<file path="src/rtl/sha_pkg.sv">
`timescale 1ns / 1ps
// ----------------------------------------------------------------------------
// sha_pkg
// shared types, constants and round functions for the sha-256 block
// ----------------------------------------------------------------------------
package sha_pkg;

    localparam int unsigned WordW = 32;

    typedef logic [WordW-1:0] t_word;

    typedef struct packed {
        logic [7:0] data_byte;
        logic       last_byte;
        logic       empty_message;
    } t_in_item;

    typedef struct packed {
        logic [31:0] digest_word;
        logic [2:0]  word_index;
        logic        last_word;
    } t_out_item;

    // buffer write source
    typedef enum logic [1:0] {
        BUF_DATA = 2'd0,
        BUF_PAD  = 2'd1,
        BUF_ZERO = 2'd2,
        BUF_LEN  = 2'd3
    } t_buf_sel;

    // commands from controller to datapath
    typedef struct packed {
        logic       buf_wr;
        t_buf_sel   buf_sel;
        logic [5:0] buf_addr;
        logic       len_inc;
        logic       round_init;
        logic       round_step;
        logic [5:0] round_num;
        logic       hash_update;
        logic       hash_reset;
        logic       out_load;
        logic [2:0] out_idx;
    } t_cmd;

    localparam t_word H_INIT [8] = '{
        32'h6a09e667, 32'hbb67ae85, 32'h3c6ef372, 32'ha54ff53a,
        32'h510e527f, 32'h9b05688c, 32'h1f83d9ab, 32'h5be0cd19
    };

    localparam t_word ROUND_K [64] = '{
        32'h428a2f98, 32'h71374491, 32'hb5c0fbcf, 32'he9b5dba5,
        32'h3956c25b, 32'h59f111f1, 32'h923f82a4, 32'hab1c5ed5,
        32'hd807aa98, 32'h12835b01, 32'h243185be, 32'h550c7dc3,
        32'h72be5d74, 32'h80deb1fe, 32'h9bdc06a7, 32'hc19bf174,
        32'he49b69c1, 32'hefbe4786, 32'h0fc19dc6, 32'h240ca1cc,
        32'h2de92c6f, 32'h4a7484aa, 32'h5cb0a9dc, 32'h76f988da,
        32'h983e5152, 32'ha831c66d, 32'hb00327c8, 32'hbf597fc7,
        32'hc6e00bf3, 32'hd5a79147, 32'h06ca6351, 32'h14292967,
        32'h27b70a85, 32'h2e1b2138, 32'h4d2c6dfc, 32'h53380d13,
        32'h650a7354, 32'h766a0abb, 32'h81c2c92e, 32'h92722c85,
        32'ha2bfe8a1, 32'ha81a664b, 32'hc24b8b70, 32'hc76c51a3,
        32'hd192e819, 32'hd6990624, 32'hf40e3585, 32'h106aa070,
        32'h19a4c116, 32'h1e376c08, 32'h2748774c, 32'h34b0bcb5,
        32'h391c0cb3, 32'h4ed8aa4a, 32'h5b9cca4f, 32'h682e6ff3,
        32'h748f82ee, 32'h78a5636f, 32'h84c87814, 32'h8cc70208,
        32'h90befffa, 32'ha4506ceb, 32'hbef9a3f7, 32'hc67178f2
    };

    localparam logic [7:0] PAD_BYTE = 8'h80;
    localparam logic [5:0] LEN_POS  = 6'd56;

    function automatic t_word ror(input t_word x, input int unsigned amt);
        ror = (x >> amt) | (x << (WordW - amt));
    endfunction

endpackage

</file>
<file path="src/rtl/sha_stream_if.sv">
`timescale 1ns / 1ps
// ----------------------------------------------------------------------------
// sha_stream_if
// valid/ready channel carrying one item
// ----------------------------------------------------------------------------
interface sha_stream_if #(parameter type T = logic);
    logic valid;
    logic ready;
    T     data;
    modport source (output valid, output data, input ready);
    modport sink   (input valid, input data, output ready);
endinterface

</file>
<file path="src/rtl/sha256_message_digest.sv">
`timescale 1ns / 1ps
// ----------------------------------------------------------------------------
// sha256_message_digest
// sha-256 over a byte stream, digest as eight 32-bit words
// ----------------------------------------------------------------------------
// a plain byte goes into the block buffer; the 64th byte of a block adds a
// compression (one shared round unit, one round per cycle, plus load and hash
// add); message end: pad fill from end position to byte 63, length in bytes
// 56 to 63, compression; a pad byte at 56 or above adds a compression and a
// zero block; then a load and eight words at one per cycle while ready is high
// synchronous active-low reset returns the hash to its initial values
module sha256_message_digest (
    input  logic        i_clk,
    input  logic        i_rst_n,
    sha_stream_if.sink   in_ch,
    sha_stream_if.source out_ch
);
    sha_pkg::t_cmd  cmd;
    logic [5:0]     len_pos;
    sha_pkg::t_word digest;
    logic [2:0]     out_idx;

    sha_controller u_ctrl (
        .i_clk       (i_clk),
        .i_rst_n     (i_rst_n),
        .i_in_valid  (in_ch.valid),
        .i_last_byte (in_ch.data.last_byte),
        .i_empty     (in_ch.data.empty_message),
        .o_in_ready  (in_ch.ready),
        .i_len_pos   (len_pos),
        .o_cmd       (cmd),
        .o_out_valid (out_ch.valid),
        .i_out_ready (out_ch.ready),
        .o_out_idx   (out_idx)
    );

    sha_datapath u_dp (
        .i_clk     (i_clk),
        .i_rst_n   (i_rst_n),
        .i_cmd     (cmd),
        .i_byte    (in_ch.data.data_byte),
        .o_len_pos (len_pos),
        .o_digest  (digest)
    );

    assign out_ch.data.digest_word = digest;
    assign out_ch.data.word_index  = out_idx;
    assign out_ch.data.last_word   = (out_idx == 3'd7);
endmodule

</file>
<file path="src/rtl/sha_datapath.sv">
`timescale 1ns / 1ps
// ----------------------------------------------------------------------------
// sha_datapath
// block buffer, length counter, schedule, round unit and hash words
// ----------------------------------------------------------------------------
module sha_datapath (
    input  logic              i_clk,
    input  logic              i_rst_n,
    input  sha_pkg::t_cmd     i_cmd,
    input  logic [7:0]        i_byte,
    output logic [5:0]        o_len_pos,
    output sha_pkg::t_word    o_digest
);
    // block held as sixteen big-endian words, written one byte lane at a time
    sha_pkg::t_word       r_buf [16];
    logic [60:0]          r_len;
    sha_pkg::t_word       r_w [16];
    sha_pkg::t_word       r_v [8];
    sha_pkg::t_word       r_h [8];
    sha_pkg::t_word       r_out;

    logic [7:0]           n_buf_byte;
    logic [63:0]          bits;
    sha_pkg::t_word       wt, w15, w2, s0, s1, e1, a0, ch, maj, t1, t2;
    logic [3:0]           widx;
    logic [2:0]           lsel;
    logic [1:0]           lane;

    assign bits      = {r_len, 3'b000};
    assign o_len_pos = r_len[5:0];
    assign o_digest  = r_out;
    assign lsel      = i_cmd.buf_addr[2:0];
    assign lane      = i_cmd.buf_addr[1:0];
    assign widx      = i_cmd.round_num[3:0];

    always_comb begin
        case (i_cmd.buf_sel)
            sha_pkg::BUF_DATA: n_buf_byte = i_byte;
            sha_pkg::BUF_PAD:  n_buf_byte = sha_pkg::PAD_BYTE;
            sha_pkg::BUF_ZERO: n_buf_byte = 8'h00;
            default:           n_buf_byte = bits[8*(7-lsel) +: 8];
        endcase
    end

    // message schedule and round logic
    always_comb begin
        w15 = r_w[widx + 4'd1];
        w2  = r_w[widx + 4'd14];
        s0  = sha_pkg::ror(w15, 7) ^ sha_pkg::ror(w15, 18) ^ (w15 >> 3);
        s1  = sha_pkg::ror(w2, 17) ^ sha_pkg::ror(w2, 19) ^ (w2 >> 10);
        if (i_cmd.round_num < 6'd16) begin
            wt = r_buf[widx];
        end else begin
            wt = r_w[widx] + s0 + r_w[widx + 4'd9] + s1;
        end
        e1  = sha_pkg::ror(r_v[4], 6) ^ sha_pkg::ror(r_v[4], 11)
            ^ sha_pkg::ror(r_v[4], 25);
        ch  = (r_v[4] & r_v[5]) ^ (~r_v[4] & r_v[6]);
        t1  = r_v[7] + e1 + ch + sha_pkg::ROUND_K[i_cmd.round_num] + wt;
        a0  = sha_pkg::ror(r_v[0], 2) ^ sha_pkg::ror(r_v[0], 13)
            ^ sha_pkg::ror(r_v[0], 22);
        maj = (r_v[0] & r_v[1]) ^ (r_v[0] & r_v[2]) ^ (r_v[1] & r_v[2]);
        t2  = a0 + maj;
    end

    always_ff @(posedge i_clk) begin
        if (i_cmd.buf_wr) begin
            r_buf[i_cmd.buf_addr[5:2]][8*(3-lane) +: 8] <= n_buf_byte;
        end
        if (i_cmd.round_init) begin
            r_v <= r_h;
        end else if (i_cmd.round_step) begin
            r_w[widx] <= wt;
            r_v[7] <= r_v[6];
            r_v[6] <= r_v[5];
            r_v[5] <= r_v[4];
            r_v[4] <= r_v[3] + t1;
            r_v[3] <= r_v[2];
            r_v[2] <= r_v[1];
            r_v[1] <= r_v[0];
            r_v[0] <= t1 + t2;
        end
        if (i_cmd.out_load) begin
            r_out <= r_h[i_cmd.out_idx];
        end
    end

    always_ff @(posedge i_clk) begin
        if (!i_rst_n) begin
            r_len <= '0;
            r_h   <= sha_pkg::H_INIT;
        end else begin
            if (i_cmd.hash_reset) begin
                r_len <= '0;
                r_h   <= sha_pkg::H_INIT;
            end else begin
                if (i_cmd.len_inc) begin
                    r_len <= r_len + 61'd1;
                end
                if (i_cmd.hash_update) begin
                    for (int i = 0; i < 8; i++) begin
                        r_h[i] <= r_h[i] + r_v[i];
                    end
                end
            end
        end
    end
endmodule

</file>
<file path="src/rtl/sha_controller.sv">
`timescale 1ns / 1ps
// ----------------------------------------------------------------------------
// sha_controller
// sequences absorb, padding, compression and digest output
// ----------------------------------------------------------------------------
module sha_controller (
    input  logic          i_clk,
    input  logic          i_rst_n,
    input  logic          i_in_valid,
    input  logic          i_last_byte,
    input  logic          i_empty,
    output logic          o_in_ready,
    input  logic [5:0]    i_len_pos,
    output sha_pkg::t_cmd o_cmd,
    output logic          o_out_valid,
    input  logic          i_out_ready,
    output logic [2:0]    o_out_idx
);
    typedef enum logic [2:0] {
        S_IDLE, S_PAD, S_LEN, S_INIT, S_ROUND, S_ADD, S_OUT
    } t_state;

    t_state     r_state;
    logic [5:0] r_cnt;
    logic       r_final;   // compression belongs to message end
    logic       r_second;  // another padding block follows this compression
    logic       r_zfill;   // padding pass without the pad byte
    logic [2:0] r_idx;
    logic       r_ovalid;
    // output of word 0 loads in the cycle after the hash add
    logic       r_load0;
    logic       accept;

    assign o_in_ready  = (r_state == S_IDLE);
    assign accept      = i_in_valid && o_in_ready;
    assign o_out_valid = r_ovalid;
    assign o_out_idx   = r_idx;

    always_comb begin
        o_cmd = '0;
        o_cmd.round_num = r_cnt;
        unique case (r_state)
            S_IDLE: begin
                if (accept && !i_empty) begin
                    o_cmd.buf_wr   = 1'b1;
                    o_cmd.buf_sel  = sha_pkg::BUF_DATA;
                    o_cmd.buf_addr = i_len_pos;
                    o_cmd.len_inc  = 1'b1;
                end
            end
            S_PAD: begin
                o_cmd.buf_wr   = 1'b1;
                o_cmd.buf_sel  = (!r_zfill && r_cnt == i_len_pos) ? sha_pkg::BUF_PAD
                                                                   : sha_pkg::BUF_ZERO;
                o_cmd.buf_addr = r_cnt;
            end
            S_LEN: begin
                o_cmd.buf_wr   = 1'b1;
                o_cmd.buf_sel  = sha_pkg::BUF_LEN;
                o_cmd.buf_addr = r_cnt;
            end
            S_INIT:  o_cmd.round_init = 1'b1;
            S_ROUND: o_cmd.round_step = 1'b1;
            S_ADD:   o_cmd.hash_update = 1'b1;
            S_OUT: begin
                if (r_load0) begin
                    o_cmd.out_idx  = 3'd0;
                    o_cmd.out_load = 1'b1;
                end else begin
                    o_cmd.out_idx  = r_idx + 3'd1;
                    o_cmd.out_load = r_ovalid && i_out_ready && (r_idx != 3'd7);
                    o_cmd.hash_reset = r_ovalid && i_out_ready && (r_idx == 3'd7);
                end
            end
            default: ;
        endcase
    end

    always_ff @(posedge i_clk) begin
        if (!i_rst_n) begin
            r_state  <= S_IDLE;
            r_cnt    <= '0;
            r_final  <= 1'b0;
            r_second <= 1'b0;
            r_zfill  <= 1'b0;
            r_idx    <= '0;
            r_ovalid <= 1'b0;
            r_load0  <= 1'b0;
        end else begin
            r_load0 <= (r_state == S_ADD) && r_final;
            unique case (r_state)
                S_IDLE: begin
                    if (accept) begin
                        if (!i_empty && i_len_pos == 6'd63) begin
                            // full block first; on a last byte, padding then starts a fresh block
                            r_state  <= S_INIT;
                            r_final  <= 1'b0;
                            r_second <= i_last_byte;
                            r_zfill  <= 1'b0;
                        end else if (i_empty || i_last_byte) begin
                            r_state  <= S_PAD;
                            r_final  <= 1'b0;
                            r_second <= 1'b0;
                            r_zfill  <= 1'b0;
                            // position after this byte, or the current position for an empty message
                            r_cnt    <= i_empty ? i_len_pos : i_len_pos + 6'd1;
                        end
                    end
                end
                S_PAD: begin
                    if (r_cnt == 6'd63) begin
                        if (!r_zfill && i_len_pos >= sha_pkg::LEN_POS) begin
                            // no room for the length, zero block follows
                            r_second <= 1'b1;
                            r_zfill  <= 1'b1;
                            r_state  <= S_INIT;
                        end else begin
                            r_state  <= S_LEN;
                            r_cnt    <= sha_pkg::LEN_POS;
                        end
                    end else begin
                        r_cnt <= r_cnt + 6'd1;
                    end
                end
                S_LEN: begin
                    if (r_cnt == 6'd63) begin
                        r_state <= S_INIT;
                        r_final <= 1'b1;
                    end else begin
                        r_cnt <= r_cnt + 6'd1;
                    end
                end
                S_INIT: begin
                    r_state <= S_ROUND;
                    r_cnt   <= '0;
                end
                S_ROUND: begin
                    r_cnt <= r_cnt + 6'd1;
                    if (r_cnt == 6'd63) begin
                        r_state <= S_ADD;
                    end
                end
                S_ADD: begin
                    if (r_final) begin
                        r_state <= S_OUT;
                        r_idx   <= '0;
                    end else if (r_second) begin
                        r_second <= 1'b0;
                        r_state  <= S_PAD;
                        r_cnt    <= '0;
                    end else begin
                        r_state <= S_IDLE;
                    end
                end
                S_OUT: begin
                    if (r_load0) begin
                        r_ovalid <= 1'b1;
                    end else if (r_ovalid && i_out_ready) begin
                        r_idx <= r_idx + 3'd1;
                        if (r_idx == 3'd7) begin
                            r_ovalid <= 1'b0;
                            r_final  <= 1'b0;
                            r_state  <= S_IDLE;
                        end
                    end
                end
                default: r_state <= S_IDLE;
            endcase
        end
    end
endmodule

</file>
<file path="src/flat_wrapper.sv">
// flat-port wrapper written by rule: the top's interface ports become plain ports
module sha256_message_digest_flat 
  (i_clk, i_rst_n, in_ch_valid, in_ch_data, in_ch_ready, out_ch_valid, out_ch_data, out_ch_ready);
  sha_stream_if #(.T(sha_pkg::t_in_item)) in_ch_i ();
  sha_stream_if #(.T(sha_pkg::t_out_item)) out_ch_i ();
  input  logic i_clk;
  input  logic i_rst_n;
  input wire logic [$bits(in_ch_i.valid)-1:0] in_ch_valid;
  input wire logic [$bits(in_ch_i.data)-1:0] in_ch_data;
  output wire logic [$bits(in_ch_i.ready)-1:0] in_ch_ready;
  output wire logic [$bits(out_ch_i.valid)-1:0] out_ch_valid;
  output wire logic [$bits(out_ch_i.data)-1:0] out_ch_data;
  input wire logic [$bits(out_ch_i.ready)-1:0] out_ch_ready;
  assign in_ch_i.valid = in_ch_valid;
  assign in_ch_i.data = in_ch_data;
  assign in_ch_ready = in_ch_i.ready;
  assign out_ch_valid = out_ch_i.valid;
  assign out_ch_data = out_ch_i.data;
  assign out_ch_i.ready = out_ch_ready;
  sha256_message_digest u_core (.i_clk(i_clk), .i_rst_n(i_rst_n), .in_ch(in_ch_i), .out_ch(out_ch_i));
endmodule
</file>
<file path="config.mk">
export PLATFORM = sky130hd
export DESIGN_NAME = sha256_message_digest_flat
export DESIGN_NICKNAME = d
export VERILOG_FILES = /design/src/rtl/sha_pkg.sv /design/src/rtl/sha_stream_if.sv /design/src/rtl/sha256_message_digest.sv /design/src/rtl/sha_datapath.sv /design/src/rtl/sha_controller.sv /design/src/flat_wrapper.sv
export SDC_FILE = /design/constraint.sdc
export NUM_CORES = 2
export LEC_CHECK = 0
export CAP_MARGIN = 10
export CORE_MARGIN = 1.5
export CORE_UTILIZATION = 45
export DETAILED_ROUTE_END_ITERATION = 16
export DONT_BUFFER_PORTS = 1
export PLACE_DENSITY = 0.65
export SLEW_MARGIN = 15
export SYNTH_ARGS = -nofsm -noshare
export SYNTH_HDL_FRONTEND = slang
export SYNTH_SLANG_ARGS = --single-unit
</file>
<file path="constraint.sdc">
create_clock -name i_clk -period 15.46 [get_ports i_clk]
set_input_delay 0.773 -clock i_clk [delete_from_list [all_inputs] [get_ports i_clk]]
set_output_delay 0.773 -clock i_clk [all_outputs]
set_load 0.03 [all_outputs]
</file>
; After elaboration in Yosys (flattened, before gate mapping)
; Memories as Yosys holds them, arrays and structs flattened. A register that Yosys moved wholly into a read port is not among the register bits.
; Cells that the tools add are included.
[word_totals]
register_bits = 622
ramBits = 1024
rom_bits = 2048
in_bits = 14
out_inout_bits = 38
wordCells = 224
mem_count = 3
[classes]
addsub = 28
order_cmp = 4
n_eq_ne = 29
n_shift = 3
n_mux = 71
n_bitwise = 30
n_reduce_logical = 30
[memory_table]
columns = memory, words, width, rd, rd_clocked_by_memory_dff, wr, line
row1 = (no name shown), 64, 32, 1, 0, 0, sha_datapath.sv:59  ; t1 = r_v[7] + e1 + ch + sha_pkg::ROUND_K[i_cmd.round_num] + wt;
row2 = u_core.u_dp.r_buf, 16, 32, 1, 1, 1, sha_datapath.sv:15  ; sha_pkg::t_word r_buf [16];
row3 = u_core.u_dp.r_w, 16, 32, 4, 1, 1, sha_datapath.sv:17  ; sha_pkg::t_word r_w [16];
[op_table]
columns = cell, n
row1 = $add 32x32->32, 18
row2 = $mux 256, 2
row3 = $xor 32x32->32, 9
row4 = $mux 32, 6
row5 = $and 32x32->32, 5
row6 = $bmux 32 s3, 1
row7 = $shiftx 64x33->8, 1
row8 = $add 61x1->61 const B, 1
row9 = $mux 6, 9
row10 = $mux 3, 13
row11 = $pmux 6 s6, 1
row12 = $neg 32->34, 1
row13 = $shift 8x34->32 const A, 1
row14 = $shiftx 8x34->32, 1
row15 = $not 32->32, 1
row16 = $or 10x32->32, 1
row17 = $or 13x32->32, 1
row18 = $or 14x32->32, 1
row19 = $or 15x32->32, 1
row20 = $or 19x32->32, 1
row21 = $or 21x32->32, 1
row22 = $or 25x32->32, 1
row23 = $or 26x32->32, 1
row24 = $or 30x32->32, 1
row25 = other kinds (53), 116

; Longest topological paths before layout
; An unclocked memory read counts as a cell.
[logic_depth]
ltp_word = 13
mapped_depth = 60
ltp_nobuf = 55

; By module
; From an unflattened synthesis, not the netlist that was laid out.
[unflattened]
hier_cells = 8242
hier_area_um2 = 102592.1
[modules_own_cells]
columns = module, n_inst, cells_each, area_each_um2, seq_area_each_um2
row1 = sha_datapath, 1, 8044, 101009.4, 45743.9
row2 = sha_controller, 1, 197, 1576.5, 340.3
row3 = sha256_message_digest, 1, 1, 6.3, 0.0

; Worst setup path after synthesis
; No wires, ideal clock.
[synth_path]
path_type = flip-flop to flip-flop
start = register u_core.u_ctrl.r_cnt[2]
end = register u_core.u_dp.r_v[253] (netlist name) (data pin)
setup_time_ps = 266
arrival_time_ps = 12575
required_ps = 15194
slack_ps = 2618
stages_incl_launch_ff = 51
path_buffers = 6
period_less_slack_ps = 12842
cell_sequence = dfxtp_1 -> clkbuf_1 -> inv_1 -> clkbuf_1 -> clkbuf_1 -> buf_1 -> ha_1 -> buf_2 -> inv_1 -> buf_1 -> mux4_2 -> xnor2_1 -> xnor2_1 -> fa_1 -> inv_1 -> fa_1 -> inv_1 -> ha_1 -> (+15 left out) -> fa_1 -> ha_1 -> a21o_1 -> a21o_1 -> a21oi_1 -> o21bai_1 -> or4_1 -> and2_1 -> xor2_1 -> fa_1 -> ha_1 -> or2_2 -> a21oi_1 -> a21oi_1 -> a21o_1 -> a21oi_1 -> xor2_1 -> o21ai_1
[synth_between]
elab_chain_len = 13
elab_cells_between_ends = 26
cone_classes = add/sub: 9 / order compare: 1 / mux: 5 / bitwise: 9 / memory: 2
[synth_rtl]
columns = item, line
row1 = "start, declared", sha_controller.sv:24  ; logic [5:0] r_cnt;
row2 = "start signal, assigned", sha_controller.sv:106  ; r_cnt <= i_empty ? i_len_pos : i_len_pos + 6'd1;
row3 = "start signal, assigned", sha_controller.sv:119  ; r_cnt <= sha_pkg::LEN_POS;
row4 = "start signal, assigned", sha_controller.sv:122  ; r_cnt <= r_cnt + 6'd1;
row5 = $add 4x1->4, sha_datapath.sv:47  ; w15 = r_w[widx + 4'd1];
row6 = $mem_v2 16x32, --
row7 = $or 25x32->32 or $or 14x32->32 (tied branches), sha_pkg.sv:75  ; ror = (x >> amt) | (x << (WordW - amt));
row8 = $xor 32x32->32, sha_datapath.sv:49  ; s0 = sha_pkg::ror(w15, 7) ^ sha_pkg::ror(w15, 18) ^ (w15 >> 3);
row9 = $xor 32x29->32, sha_datapath.sv:49
row10 = $add 32x32->32 (3 in a row), sha_datapath.sv:54  ; wt = r_w[widx] + s0 + r_w[widx + 4'd9] + s1;
row11 = $mux 32 *, sha_datapath.sv:51  ; if (i_cmd.round_num < 6'd16) begin
row12 = via u_core.u_dp.wt[20], sha_datapath.sv:24  ; sha_pkg::t_word wt, w15, w2, s0, s1, e1, a0, ch, maj, t1, t2;
row13 = $add 32x32->32 *, sha_datapath.sv:59
row14 = $add 32x32->32 *, sha_datapath.sv:81  ; r_v[0] <= t1 + t2;
row15 = $mux 256 *, sha_datapath.sv:72  ; end else if (i_cmd.round_step) begin
row16 = $mux 256 *, sha_datapath.sv:70  ; if (i_cmd.round_init) begin
row17 = "end signal, assigned", sha_datapath.sv:71  ; r_v <= r_h;
row18 = "end, declared", sha_datapath.sv:18  ; sha_pkg::t_word r_v [8];
; The timed path passes the listed nets; every way through them passes the cells marked *. The select of a mux whose other input is x is not followed.
; A chain may end at the register's enable or synchronous reset.

; Final worst setup path
[layout_path]
start = register u_core.u_ctrl.r_cnt[1]
end = register u_core.u_dp.r_v[252] (netlist name) (data pin)
; The elaborated chain is that of the path after synthesis.

==> implementation parameters <==
Parameter                              Value

Floorplanning
  Die area ... 230000 um^2
  Number of I/O pins ... 52
  Die width ... approximately 480 um
  Placeable core region ... about 230000 um^2
  Initial core utilization ... a little under half
  Rows ... ~170
  Vertical die dimension ... about 480 um

Setup path
  Register-to-Register Path Depth ... about 50
  Crit. End Element ... flop
  Critical path arrival ... 14.89 ns
  Register-to-register setup slack ... approximately 1.2 ns
  Cell with the largest stage delay on the worst path ... sky130_fd_sc_hd__ha_4
  Capture instance of the worst register-to-register path ... u_core.u_dp.r_v[252]$_DFFE_PP_
  CP startpoint kind ... flop
  Critical Path Most Common Cell ... sky130_fd_sc_hd__inv_1
  Category of the most critical setup path ... flop to flop
  Maximum fanout along the worst path ... 45
  Worst Path Buf+Inv ... 10
  Top delay family on crit path ... adder cells
  Worst stage delay on the critical path ... 0.85 ns
  Launch point of the worst reg-to-reg path ... u_core.u_ctrl.r_cnt[1]$_SDFFE_PN0P_
  Required time worst endpoint ... 16.04 ns

Min path
  Hold-critical path endpoint ... u_core.u_ctrl.o_out_idx[1]$_SDFFE_PN0P_
  Type of the worst min-delay path ... input port to flop
  Cell depth of the worst min-delay path ... 1
  Startpoint of the tightest hold check path ... i_rst_n

Logic synthesis
  Synth area leaders ... sky130_fd_sc_hd__edfxtp_1 39%, sky130_fd_sc_hd__mux4_2 15%, sky130_fd_sc_hd__dfxtp_1 6.6%
  Number of synthesized flops with an enable pin ... between 1000 and 1500
  Post-synthesis compound-gate area fraction ... between 10 and 15%
  Synth Area in Simple Gates ... about 10%
  Fraction of registers with async set or reset after synthesis ... 0%
  Main combinational cell family by area after synthesis ... multiplexers
  Xor and xnor fraction of the mapped netlist area ... between 5 and 6%
  Ys flop type ... sky130_fd_sc_hd__edfxtp_1
  Fraction of post-synthesis cell area in the top cell type by area ... 38.6%
  Cell taking the most area after synthesis ... sky130_fd_sc_hd__edfxtp_1
  Multiplexer share of the synthesized area ... 15.5%
  Yosys synthesis warning count ... 0
  Number of distinct library cells after synthesis ... 92
  Gate count of the mapped netlist ... a little under 9000
  Register bit count reported by yosys ... 1650
  Netlist area before placement ... just over 100000 um^2
  Share of synthesized cell area in full adder, half adder and majority cells ... about 9.1%
  Average footprint of a synthesized cell ... about 12 um^2
  Sequential-to-total area share from yosys stat ... 45.2%
  Syn nets ... ~9500

GRT
  Maximum number of pins on one net before global-route repair ... about 120
  Number of global-route vias before repair ... between 70000 and 80000
  Antenna violations before repair ... 8
  GRT Residual Overflow ... 0
  Overall fraction of global-route tracks in use ... around 29%
  Global-route wire length before repair ... about 490 mm

Cells and area
  Commonest non-fill, non-tap cells in the layout ... 1312 x sky130_fd_sc_hd__edfxtp_1, 1296 x sky130_fd_sc_hd__nand2_1, 671 x sky130_fd_sc_hd__mux4_2
  Signed area change from the synthesized netlist to the final layout ... 9.17%
  Layout cell share with drive strength beyond 1 ... 13.5%
  Net count reported at finish ... about 9300
  Leading cell type in the layout, fill and taps excluded ... sky130_fd_sc_hd__edfxtp_1

Route
  Final wirelength ... around 330 mm
  Via count ... ~75000
  Wire per inst ... roughly 28 um
  DRT antenna net count ... 0
  Number of search-and-repair iterations in the first detailed-routing pass ... 6
  Mean number of vias per cell ... between 6 and 7
  Count of routing violations after the opening detailed-route iteration ... 10100
  Drc violations ... 0

Placement
  DPL Wire Length ... ~230 mm
  Number of I/O port buffers ... 0
  GPL Wtd Cong ... slightly above 1

Clock network
  Clock root buffer master ... sky130_fd_sc_hd__clkbuf_16
  Clk sinks ... around 1700
  Clock tree from TritonCTS ... done
  Maximum level of the CTS H-tree ... 4
  Clock slew at the register clock pins of the worst setup and hold paths ... approximately 0.06 ns
  Worst-skew pair later-pin latency ... a little over 0.9 ns
  Post-cts resize count ... 0
  Maximum buffer depth of the clock tree ... 3
  Number of clock buffers inserted by TritonCTS ... 177

STA
  Slew @ Worst Pin ... roughly 1.3 ns
  Number of endpoints with negative hold slack in the final report ... 0
  Clock Skew ... about 0.11 ns
  Setup Total Neg Slack ... 0 ns
  Achievable Freq ... roughly 70 MHz
  Relative slew slack ... roughly 16%
  Final number of max-transition violations ... 0
  Final number of setup-violating endpoints ... 0
  Fin crit share ... between 90% and 100%
  Final critical path time including I/O delays and setup ... ~14 ns
  RSZ-0062 raised after global routing ... false

Outcome
  Result of the run ... completed

Run
  Number of violations of the max-capacitance limit ... 0
how the worst max path moves through the flow:
stage                                              from                        endpoint  slack (ns)  depth (start not counted)
floorplan           u_core.u_ctrl.r_cnt[2]$_SDFFE_PN0P_  u_core.u_dp.r_v[253]$_DFFE_PP_        2.62                         50
global placement    u_core.u_ctrl.r_cnt[0]$_SDFFE_PN0P_  u_core.u_dp.r_v[252]$_DFFE_PP_        1.42                         49
CTS                 u_core.u_ctrl.r_cnt[1]$_SDFFE_PN0P_  u_core.u_dp.r_v[252]$_DFFE_PP_        1.29                         49
global route        u_core.u_ctrl.r_cnt[0]$_SDFFE_PN0P_  u_core.u_dp.r_v[252]$_DFFE_PP_        0.34                         49
finish              u_core.u_ctrl.r_cnt[1]$_SDFFE_PN0P_  u_core.u_dp.r_v[252]$_DFFE_PP_        1.16                         49
detailed placement  u_core.u_ctrl.r_cnt[0]$_SDFFE_PN0P_  u_core.u_dp.r_v[252]$_DFFE_PP_        1.37                         49
per-stage QoR:
stage                     cells  setup WS [ns]  utilization [%]  hold slack, ns  instance area, um^2
after floorplan            8847           2.62                -           0.455               102000
after global placement    11500           1.42             46.8           0.471               105000
after detailed placement  11500           1.37             46.8           0.478               105000
after CTS                 11800           1.29             49.5         0.00995               111000
after global routing      11800          0.339             49.5          0.0378               112000
final                     11800           1.16             49.5          0.0637               112000
cell type report:
cell class                      count  area (um^2)
Fill cell                       19700       114000
Tap cell                         2992         3740
Clock inverter                    108         1390
Sequential cell                  1650        46200
Antenna cell                        5         12.5
Inverter                          421         1590
Timing Repair Buffer              137         1170
Clock buffer                      226         4740
Multi-Input combinational cell   6264        52700
worst reg2reg max path, delay by kind of cell (launching register included):
family / cells / cell delay (ns)
adders and majority gates: 10 / 4.55
muxes: 2 / 1.00
DFF: 1 / 0.66
AOI/OAI and AO/OA: 14 / 3.71
buffers and inverters: 10 / 1.63
and+or+nand+nor: 9 / 1.53
xor gates and xnor gates: 4 / 0.93
cells in the mapped netlist (156+ instances only):
cell / n
sky130_fd_sc_hd__mux4_2: 671
sky130_fd_sc_hd__xor2_1: 233
sky130_fd_sc_hd__nor2_1: 606
sky130_fd_sc_hd__xnor2_1: 383
sky130_fd_sc_hd__nand2_1: 1299
sky130_fd_sc_hd__dfxtp_1: 338
sky130_fd_sc_hd__ha_1: 415
sky130_fd_sc_hd__clkbuf_1: 389
sky130_fd_sc_hd__a21oi_1: 554
sky130_fd_sc_hd__o21ai_1: 239
sky130_fd_sc_hd__inv_1: 408
sky130_fd_sc_hd__edfxtp_1: 1312
sky130_fd_sc_hd__fa_1: 196
sky130_fd_sc_hd__a21o_1: 203
sky130_fd_sc_hd__o21ai_0: 176
sky130_fd_sc_hd__nand3_1: 156
routing by layer:
| layer | up-vias | wire length [um] | global-route usage [%] |
|---|---|---|---|
| met5 | - | 23 | 0 |
| met4 | 4 | 15200 | 11.8 |
| met3 | 711 | 34900 | 6.28 |
| met2 | 4310 | 146000 | 42.6 |
| met1 | 37600 | 137000 | 40.6 |
| li1 | 32400 | - | - |
flip-flops by register name, summed over array words and instances (netlist names), named ones only:
signal and cells:
u_core.u_ctrl.r_final 1, u_core.u_ctrl.r_load0 1, u_core.u_ctrl.r_state 3, u_core.u_ctrl.r_cnt 6
u_core.u_dp.r_len 61, u_core.u_dp.r_v 256, u_core.u_ctrl.o_out_idx 3, u_core.u_dp.r_buf 512
u_core.u_dp.r_h 256, u_core.u_ctrl.r_zfill 1, u_core.u_dp.r_w 512, u_core.u_ctrl.r_second 1
u_core.u_dp.o_digest 32, u_core.u_ctrl.o_out_valid 1
what timing repair did:
action | in CTS | in global routing
endpoints found under the setup margin | 0 | 0
buffers inserted | 0 | 0
hold buffers | 3 | 0
hold endpoints to repair | 6 | 0
logic make-up (layout without fill, tap and decap cells):
family                   count (synthesis)  after routing
AO/OA/AOI/OAI                         1802           1802
XOR/XNOR                               620            620
adder cells (fa/ha/maj)                630            630
buffers and inverters                  933            892
flip-flops                            1650           1650
multiplexers                           727            727
other                                    0              5
AND/OR/NAND/NOR                       2485           2485
Power is left out: the tool's default activity adds up to more than one toggle a clock period on the data nets, which glitch-free logic cannot reach.
